<file path="config.mk">
export PLATFORM = sky130hd
export DESIGN_NAME = linear_interp_block_resampler
export DESIGN_NICKNAME = d
export VERILOG_FILES = /design/src/sv/lirs_pkg.sv /design/src/sv/lirs_fifo.sv /design/src/sv/lirs_front.sv /design/src/sv/lirs_back.sv /design/src/sv/linear_interp_block_resampler.sv
export SDC_FILE = /design/constraint.sdc
export NUM_CORES = 2
export LEC_CHECK = 0
export CAP_MARGIN = 5
export CORE_MARGIN = 3
export CORE_UTILIZATION = 51
export DETAILED_ROUTE_END_ITERATION = 8
export DONT_BUFFER_PORTS = 1
export GPL_ROUTABILITY_DRIVEN = 1
export PLACE_DENSITY = 0.66
export SLEW_MARGIN = 20
export SYNTH_ARGS = -nofsm -noshare
export SYNTH_HDL_FRONTEND = slang
export SYNTH_HIERARCHICAL = 1
export SYNTH_SLANG_ARGS = --single-unit
</file>
<file path="constraint.sdc">
create_clock -name aclk -period 12.5 [get_ports aclk]
set_clock_uncertainty 0.2 [all_clocks]
set_input_delay 0.625 -clock aclk [delete_from_list [all_inputs] [get_ports aclk]]
set_output_delay 0.625 -clock aclk [all_outputs]
set_load 0.01 [all_outputs]
</file>
<file path="src/sv/lirs_pkg.sv">
package lirs_pkg;

    localparam int SAMPLE_W    = 16;
    localparam int OUT_PER_BLK = 2048;
    localparam int FRAC_W      = 11;
    localparam int OIDX_W      = 12;
    localparam int IIDX_W      = 13;
    localparam int BLK_W       = 14;
    localparam int ACC_W       = 25;
    localparam int CNT_W       = 6;
    localparam int MIN_BLOCK   = 32;
    localparam int MAX_BLOCK   = 8192;
    localparam int MAX_RUN     = 64;
    localparam int BLK_RESET   = 2048;

    typedef struct packed {
        logic signed [SAMPLE_W-1:0] in_i;
        logic signed [SAMPLE_W-1:0] in_q;
    } in_word_t;

    typedef struct packed {
        logic signed [SAMPLE_W-1:0] out_i;
        logic signed [SAMPLE_W-1:0] out_q;
        logic                       run_last;
        logic                       block_end;
    } out_word_t;

    // One accepted input, classified by the front end
    typedef struct packed {
        logic signed [SAMPLE_W-1:0] prev_i;
        logic signed [SAMPLE_W-1:0] prev_q;
        logic signed [SAMPLE_W-1:0] cur_i;
        logic signed [SAMPLE_W-1:0] cur_q;
        logic [IIDX_W-1:0]          in_idx;
        logic                       block_last;
    } job_t;

    // Block size control from the front end to the back end
    typedef struct packed {
        logic [BLK_W-1:0] blk_size;
        logic             recalc;
    } blk_ctrl_t;

endpackage

</file>
<file path="src/sv/lirs_fifo.sv">
module lirs_fifo (
    input  logic          aclk,
    input  logic          aresetn,
    input  logic          push,
    input  lirs_pkg::job_t push_data,
    output logic          full,
    input  logic          pop,
    output logic          not_empty,
    output lirs_pkg::job_t pop_data
);
    import lirs_pkg::*;

    localparam int DEPTH = 4;
    localparam int PTR_W = $clog2(DEPTH);

    job_t             mem [DEPTH];
    logic [PTR_W-1:0] wptr_reg;
    logic [PTR_W-1:0] rptr_reg;
    logic [PTR_W:0]   count_reg;
    logic [PTR_W:0]   count_next;

    assign full      = (count_reg == (PTR_W+1)'(DEPTH));
    assign not_empty = (count_reg != '0);
    assign pop_data  = mem[rptr_reg];

    always_comb begin
        count_next = count_reg;
        if (push && !pop) begin
            count_next = count_reg + 1'b1;
        end else if (pop && !push) begin
            count_next = count_reg - 1'b1;
        end
    end

    always_ff @(posedge aclk) begin
        if (push) begin
            mem[wptr_reg] <= push_data;
        end
    end

    always_ff @(posedge aclk) begin
        if (!aresetn) begin
            wptr_reg  <= '0;
            rptr_reg  <= '0;
            count_reg <= '0;
        end else begin
            if (push) begin
                wptr_reg <= wptr_reg + 1'b1;
            end
            if (pop) begin
                rptr_reg <= rptr_reg + 1'b1;
            end
            count_reg <= count_next;
        end
    end

endmodule

</file>
<file path="src/sv/lirs_front.sv">
module lirs_front (
    input  logic                aclk,
    input  logic                aresetn,
    input  logic                s_valid,
    output logic                s_ready,
    input  lirs_pkg::in_word_t  s_data,
    input  logic                cfg_valid,
    output logic                cfg_ready,
    input  logic [13:0]         cfg_data,
    output logic                job_push,
    output lirs_pkg::job_t      job_data,
    input  logic                job_full,
    output lirs_pkg::blk_ctrl_t ctrl
);
    import lirs_pkg::*;

    logic signed [SAMPLE_W-1:0] prev_i_reg;
    logic signed [SAMPLE_W-1:0] prev_q_reg;
    logic [IIDX_W-1:0]          in_idx_reg;
    logic [BLK_W-1:0]           blk_reg;
    logic [BLK_W-1:0]           blk_next;
    logic                       accept;
    logic                       block_last;

    assign cfg_ready = 1'b1;
    assign s_ready   = !job_full;
    assign accept    = s_valid && s_ready;

    // Clamp the block size into its legal range on write
    always_comb begin
        priority if (cfg_data < BLK_W'(MIN_BLOCK)) begin
            blk_next = BLK_W'(MIN_BLOCK);
        end else if (cfg_data > BLK_W'(MAX_BLOCK)) begin
            blk_next = BLK_W'(MAX_BLOCK);
        end else begin
            blk_next = cfg_data;
        end
    end

    assign block_last = ({1'b0, in_idx_reg} >= (blk_reg - 1'b1));

    assign job_push            = accept;
    assign job_data.prev_i     = prev_i_reg;
    assign job_data.prev_q     = prev_q_reg;
    assign job_data.cur_i      = s_data.in_i;
    assign job_data.cur_q      = s_data.in_q;
    assign job_data.in_idx     = in_idx_reg;
    assign job_data.block_last = block_last;

    assign ctrl.blk_size = blk_reg;
    assign ctrl.recalc   = cfg_valid && cfg_ready;

    always_ff @(posedge aclk) begin
        if (!aresetn) begin
            prev_i_reg <= '0;
            prev_q_reg <= '0;
            in_idx_reg <= '0;
            blk_reg    <= BLK_W'(BLK_RESET);
        end else begin
            if (cfg_valid && cfg_ready) begin
                blk_reg <= blk_next;
            end
            if (accept) begin
                prev_i_reg <= s_data.in_i;
                prev_q_reg <= s_data.in_q;
                in_idx_reg <= block_last ? '0 : in_idx_reg + 1'b1;
            end
        end
    end

endmodule

</file>
<file path="src/sv/lirs_back.sv">
module lirs_back (
    input  logic                aclk,
    input  logic                aresetn,
    input  logic                job_valid,
    input  lirs_pkg::job_t      job,
    output logic                job_pop,
    input  lirs_pkg::blk_ctrl_t ctrl,
    output logic                m_valid,
    input  logic                m_ready,
    output lirs_pkg::out_word_t m_data
);
    import lirs_pkg::*;

    localparam logic [OIDX_W-1:0] OI_END  = OIDX_W'(OUT_PER_BLK);
    localparam logic [OIDX_W-1:0] OI_LAST = OIDX_W'(OUT_PER_BLK - 1);
    localparam logic [CNT_W-1:0]  CNT_TOP = CNT_W'(MAX_RUN - 1);
    localparam int                POS_W   = ACC_W - FRAC_W;
    localparam int                PROD_W  = SAMPLE_W + 1 + FRAC_W + 1;

    // Position state
    logic [OIDX_W-1:0] oi_reg, oi_next;
    logic [ACC_W-1:0]  acc_reg, acc_next;
    logic [CNT_W-1:0]  cnt_reg, cnt_next;
    logic              stale_reg, stale_next;

    logic [ACC_W-1:0]        acc_step;
    logic [OIDX_W+BLK_W-1:0] acc_prod;
    logic [POS_W-1:0]        idx_ext;
    logic                    cond, next_cond, step, emit, en;

    // Interpolation stage
    logic                       s1_valid_reg;
    logic signed [SAMPLE_W-1:0] s1_prev_i_reg, s1_prev_q_reg;
    logic signed [SAMPLE_W:0]   s1_diff_i_reg, s1_diff_q_reg;
    logic [FRAC_W-1:0]          s1_frac_reg;
    logic                       s1_run_last_reg, s1_block_end_reg;

    logic signed [SAMPLE_W:0]   diff_i, diff_q;
    logic signed [PROD_W-1:0]   sum_i, sum_q;

    logic      m_valid_reg;
    out_word_t m_data_reg;

    assign en       = !m_valid_reg || m_ready;
    assign acc_step = acc_reg + ACC_W'(ctrl.blk_size);
    assign acc_prod = oi_reg * ctrl.blk_size;
    assign idx_ext  = POS_W'(job.in_idx);

    assign cond      = (oi_reg < OI_END) && (acc_reg[ACC_W-1:FRAC_W] <= idx_ext);
    assign next_cond = (oi_reg != OI_LAST) && (acc_step[ACC_W-1:FRAC_W] <= idx_ext)
                       && (cnt_reg != CNT_TOP);

    // A job with no output retires at once; one with outputs waits for space
    assign step    = job_valid && !stale_reg && (en || !cond);
    assign emit    = step && cond;
    assign job_pop = step && (!cond || !next_cond);

    always_comb begin
        oi_next    = oi_reg;
        acc_next   = acc_reg;
        cnt_next   = cnt_reg;
        stale_next = stale_reg;
        if (ctrl.recalc) begin
            stale_next = 1'b1;
        end else if (stale_reg) begin
            acc_next   = acc_prod[ACC_W-1:0];
            stale_next = 1'b0;
        end else begin
            if (emit) begin
                oi_next  = oi_reg + 1'b1;
                acc_next = acc_step;
                cnt_next = cnt_reg + 1'b1;
            end
            if (job_pop) begin
                cnt_next = '0;
                if (job.block_last) begin
                    oi_next  = '0;
                    acc_next = '0;
                end
            end
        end
    end

    assign diff_i = {job.cur_i[SAMPLE_W-1], job.cur_i} - {job.prev_i[SAMPLE_W-1], job.prev_i};
    assign diff_q = {job.cur_q[SAMPLE_W-1], job.cur_q} - {job.prev_q[SAMPLE_W-1], job.prev_q};

    // prev*2^11 + (cur-prev)*frac, floored by dropping the fraction bits
    assign sum_i = PROD_W'($signed({s1_prev_i_reg, {FRAC_W{1'b0}}}))
                   + s1_diff_i_reg * $signed({1'b0, s1_frac_reg});
    assign sum_q = PROD_W'($signed({s1_prev_q_reg, {FRAC_W{1'b0}}}))
                   + s1_diff_q_reg * $signed({1'b0, s1_frac_reg});

    always_ff @(posedge aclk) begin
        if (en) begin
            s1_prev_i_reg    <= job.prev_i;
            s1_prev_q_reg    <= job.prev_q;
            s1_diff_i_reg    <= diff_i;
            s1_diff_q_reg    <= diff_q;
            s1_frac_reg      <= acc_reg[FRAC_W-1:0];
            s1_run_last_reg  <= !next_cond;
            s1_block_end_reg <= (oi_reg == OI_LAST);
            m_data_reg.out_i     <= sum_i[SAMPLE_W+FRAC_W-1:FRAC_W];
            m_data_reg.out_q     <= sum_q[SAMPLE_W+FRAC_W-1:FRAC_W];
            m_data_reg.run_last  <= s1_run_last_reg;
            m_data_reg.block_end <= s1_block_end_reg;
        end
    end

    always_ff @(posedge aclk) begin
        if (!aresetn) begin
            oi_reg       <= '0;
            acc_reg      <= '0;
            cnt_reg      <= '0;
            stale_reg    <= 1'b0;
            s1_valid_reg <= 1'b0;
            m_valid_reg  <= 1'b0;
        end else begin
            oi_reg    <= oi_next;
            acc_reg   <= acc_next;
            cnt_reg   <= cnt_next;
            stale_reg <= stale_next;
            if (en) begin
                s1_valid_reg <= emit;
                m_valid_reg  <= s1_valid_reg;
            end
        end
    end

    assign m_valid = m_valid_reg;
    assign m_data  = m_data_reg;

endmodule

</file>
<file path="src/sv/linear_interp_block_resampler.sv">
// Channel   Ports                           Word
// input     s_valid  s_ready  s_data        in_word_t  (in_i, in_q)
// result    m_valid  m_ready  m_data        out_word_t (out_i, out_q, run_last, block_end)
// config    cfg_valid cfg_ready cfg_data    14-bit block size, always ready
//
// An input word holds the back end while the result words it causes go out (one at
// the default block size); the back end's single interpolation path gives one result
// word per cycle unless m_ready stalls it. After accept a word passes the queue, the
// interpolation stage and the output register. A config write pauses the back end while
// its position accumulator is rebuilt. Reset is synchronous on aresetn low; m_ready low
// holds the result pipeline while the front end keeps filling its four-entry queue.
module linear_interp_block_resampler (
    input  logic                aclk,
    input  logic                aresetn,
    input  logic                s_valid,
    output logic                s_ready,
    input  lirs_pkg::in_word_t  s_data,
    output logic                m_valid,
    input  logic                m_ready,
    output lirs_pkg::out_word_t m_data,
    input  logic                cfg_valid,
    output logic                cfg_ready,
    input  logic [13:0]         cfg_data
);
    import lirs_pkg::*;

    // Front end to queue
    logic      push;
    job_t      push_data;
    logic      full;

    // Queue to back end
    logic      pop;
    logic      not_empty;
    job_t      head;

    blk_ctrl_t ctrl;

    // Accept, number and pair each input word with its predecessor
    lirs_front u_front (
        .aclk      (aclk),
        .aresetn   (aresetn),
        .s_valid   (s_valid),
        .s_ready   (s_ready),
        .s_data    (s_data),
        .cfg_valid (cfg_valid),
        .cfg_ready (cfg_ready),
        .cfg_data  (cfg_data),
        .job_push  (push),
        .job_data  (push_data),
        .job_full  (full),
        .ctrl      (ctrl)
    );

    // Decouple input acceptance from output expansion
    lirs_fifo u_fifo (
        .aclk      (aclk),
        .aresetn   (aresetn),
        .push      (push),
        .push_data (push_data),
        .full      (full),
        .pop       (pop),
        .not_empty (not_empty),
        .pop_data  (head)
    );

    // Walk the output positions and blend each pair of samples
    lirs_back u_back (
        .aclk      (aclk),
        .aresetn   (aresetn),
        .job_valid (not_empty),
        .job       (head),
        .job_pop   (pop),
        .ctrl      (ctrl),
        .m_valid   (m_valid),
        .m_ready   (m_ready),
        .m_data    (m_data)
    );

endmodule

</file>
==> results.md <==
- Die area: roughly 86000 µm²
- Fmax: ~0.15 GHz
- Min-delay src: cfg_data[13]
- Post-layout power: between 8 and 9 mW
- Final worst path period share: a little over half
- Status: finished clean
- Area occupied by multi-input gates: roughly 23000 µm²
- Crit-path max FO: 18
- CTS Root Cell: clkbuf_16
- Initial Util: about half
- Crit path launch type: flip-flop
- Ys async rst share: 0%
- Global route total overflow: 0
- Setup Buffers After CTS: 0
- Initial antenna violation count: 4
- Max FFs per register: around 310
- # rows: 104
- Synth area leaders: edfxtp_1 (30%), fa_1 (23%), ha_1 (8.4%), inv_1 (6.0%), dfxtp_1 (5.4%)
- Buffers on Ports: 0
- Critical Path RT: ~13 ns
- Cell taking the most area after synthesis: edfxtp_1
- Prevailing post-synth register cell: edfxtp_1
- Period minus WS final: ~6.9 ns
- Vias: 26278
- Largest net degree at the start of global routing: 62
- Slew Viols, Final: 0
- Worst setup EP type: flip-flop
- Core ar.: between 80000 and 90000 µm²
- Final WL: about 92000 µm
- VDD IR max: between 0.15 and 0.2 mV
- Flop-to-flop setup slack: approximately 5.6 ns
- Final worst slack: ~5.6 ns
- GPL Wtd Cong: about 0.86
- Syn Area/Cell: 11.1 µm²
- Setup_tns: 0 ns
- WS Path Type: flip-flop to flip-flop
- Setup WS pre-CTS: about 5.5 ns
- Clk sinks: between 500 and 600
- Dpl hpwl: 66200 µm
- Seq/Total Area, Yosys: 35.9%
- Vias/cell: around 5.4
- Class of the worst hold path: input pin to flip-flop
- Clk slew on worst S/H paths: about 0.060 ns
- Initial detailed-routing violation count: ~1900
- Die extent in y: between 200 and 300 µm
- Worst-Skew Late Latency: approximately 0.62 ns
- Final hold violation count: 0
- Reg2reg path depth: 19
- Crit Reg-Reg Startpoint: u_back/s1_frac_reg[4]
- Post-synth EDFFs: approximately 430
- Reg2reg end: u_back/m_data[33]
- DRC: 0
- DR top layer: met5
- Hold depth: 3
- Cts bufs inserted: 57
- Slew @ Worst Pin: 1.05 ns
- Post-synthesis sequential element count: between 500 and 600
- Wirelength per Cell: around 19 µm
- Power per cell area: 180 nW/µm²
- Synth top area share: between 30% and 40%
- WL met2: between 40000 and 50000 µm
- Synthesis-to-finish area growth: 7.77%
- Deepest clock path buffer count: 3
- Syn nets: approximately 4600
- Highest-count cells in the layout ignoring fill and taps: inv_1 (666), nand2_1 (498), fa_1 (473)
- Number of global-route vias before repair: between 20000 and 30000
- Max-Cap Viols: 0
- Hold EP: u_front/blk_reg[5]
- Filler cells: slightly below 7000
- Slew margin rel.: about 30%
- First-pass GRT wire length: 149000 µm
- Yosys warns: 6
- Met3 routed WL: 5390 µm
- Die W: 293 µm
- Cells after Synth: 3781
- All-Layer GR Usage: between 20% and 30%
- Count of cell types in the netlist: 87
- Sequential cell area: ~15000 µm²
- Final setup fails: 0
- CTS tree: built
- H-tree Lvls: 2
- Leakage power: slightly below 20 nW
- Routed Antenna Nets: 0
- M1 wire length: ~41000 µm
- Layout cells sized above 1: slightly below 7%
- Nets: ~4500
- Most common cell after layout, fill and taps aside: inv_1
- RSZ-0062 raised after global routing: false
- Pre-antenna DRT Iters: 6
- Arr. time, crit path: ~7 ns
- Mapped cell area: approximately 42000 µm²
- Number of top-level pins: a little under 90
[synthesized netlist by cell type (6+ instances only)]
library cell	number
inv_1	667
nand2_1	498
fa_1	473
edfxtp_1	425
ha_1	281
and2_1	204
clkbuf_1	126
nor2_1	119
dfxtp_1	114
a21oi_1	109
xnor2_1	105
mux4_2	78
o21ai_0	50
nand3_1	47
xor2_1	46
buf_4	43
nor3_1	37
nand2b_1	23
a21o_1	22
nor2b_1	19
or3_1	19
and3_1	18
nand4_1	16
o21a_1	16
o21ai_1	14
a31oi_1	12
a211oi_2	10
buf_2	10
a211oi_1	9
a221oi_1	9
a22oi_1	9
nand3b_1	9
mux2i_1	8
buf_1	7
nor4_1	7
o21bai_1	7
o31a_1	7
a21boi_1	6
o211ai_1	6
or4_1	6
[power by group]
part / internal, mW / switching [mW]
Combinational: 1.53 / 2.00
Clock: 1.11 / 0.716
Sequential: 2.38 / 0.376
Total: 5.02 / 3.10
[through the flow]
stage               instances  util, %  instance area [µm²]  hold WS, ns
floorplan                3781        -                41900        0.200
global placement         4686     52.6                42600        0.203
detailed placement       4686     52.6                42600        0.217
CTS                      4841     55.8                45200      0.00125
global route             4843     55.9                45200       0.0434
finish                   4844     55.9                45200       0.0459
[area by class of cell]
type | count | area share (%)
Clock buffer | 82 | 3.81
Tap cell | 1060 | 2.93
Inverter | 670 | 5.57
Antenna cell | 2 | 0.0111
Sequential cell | 539 | 33.3
Clock inverter | 25 | 0.808
Multi-Input combinational cell | 2381 | 51.9
Timing Repair Buffer | 85 | 1.72
[kinds of logic (layout without fill, tap and decap cells)]
family          count (synthesis)  count (layout)  synth area share, %
xor+xnor                      151             151                 3.15
compound gates                342             342                 5.46
flops                         539             539                 35.9
fa+ha+maj                     754             754                 31.0
buf+inv                       861             862                 8.27
simple gates                 1043            1043                 11.8
mux                            90              90                 4.49
other cells                     1               3              0.00894
[critical path, cell delays in order (launching register included)]
cell and delay (ns):
edfxtp_1 0.77, buf_4 0.36, nand2_1 0.11, fa_1 0.54
fa_1 0.44, fa_1 0.54, inv_1 0.05, fa_1 0.47
inv_1 0.05, fa_1 0.47, inv_1 0.04, ha_1 0.29
a2111oi_0 0.40, a21boi_1 0.27, o21ai_1 0.14, a22o_1 0.25
o41a_1 0.41, o41ai_1 0.49, o21bai_1 0.14, xnor2_1 0.15
[per-layer routing]
layer / global-route usage, % / vias to the layer above
li1: - / 12201
met1: 31.6 / 13237
met2: 35.8 / 708
met3: 3.33 / 128
met4: 5.25 / 4
met5: 0 / -
[worst max path at each step]
stage,from,to,slack (ns),depth (start not counted)
2_1_floorplan,u_back/s1_frac_reg[1],u_back/m_data[17],6.46,21
3_3_place_gp,u_back/s1_frac_reg[0],u_back/m_data[17],5.54,19
3_5_place_dp,u_back/s1_frac_reg[0],u_back/m_data[17],5.51,19
4_1_cts,u_back/s1_frac_reg[0],u_back/m_data[17],5.51,19
5_1_grt,u_back/s1_frac_reg[5],u_back/m_data[33],5.18,19
6_report,u_back/s1_frac_reg[4],u_back/m_data[33],5.64,19
[what timing repair did]
action,in CTS,in global routing
hold buffers,48,0
setup endpoints to repair,0,0
resized for setup,0,0
hold endpoints to repair,195,0
Note: power is estimated with default switching activity, not from simulation.
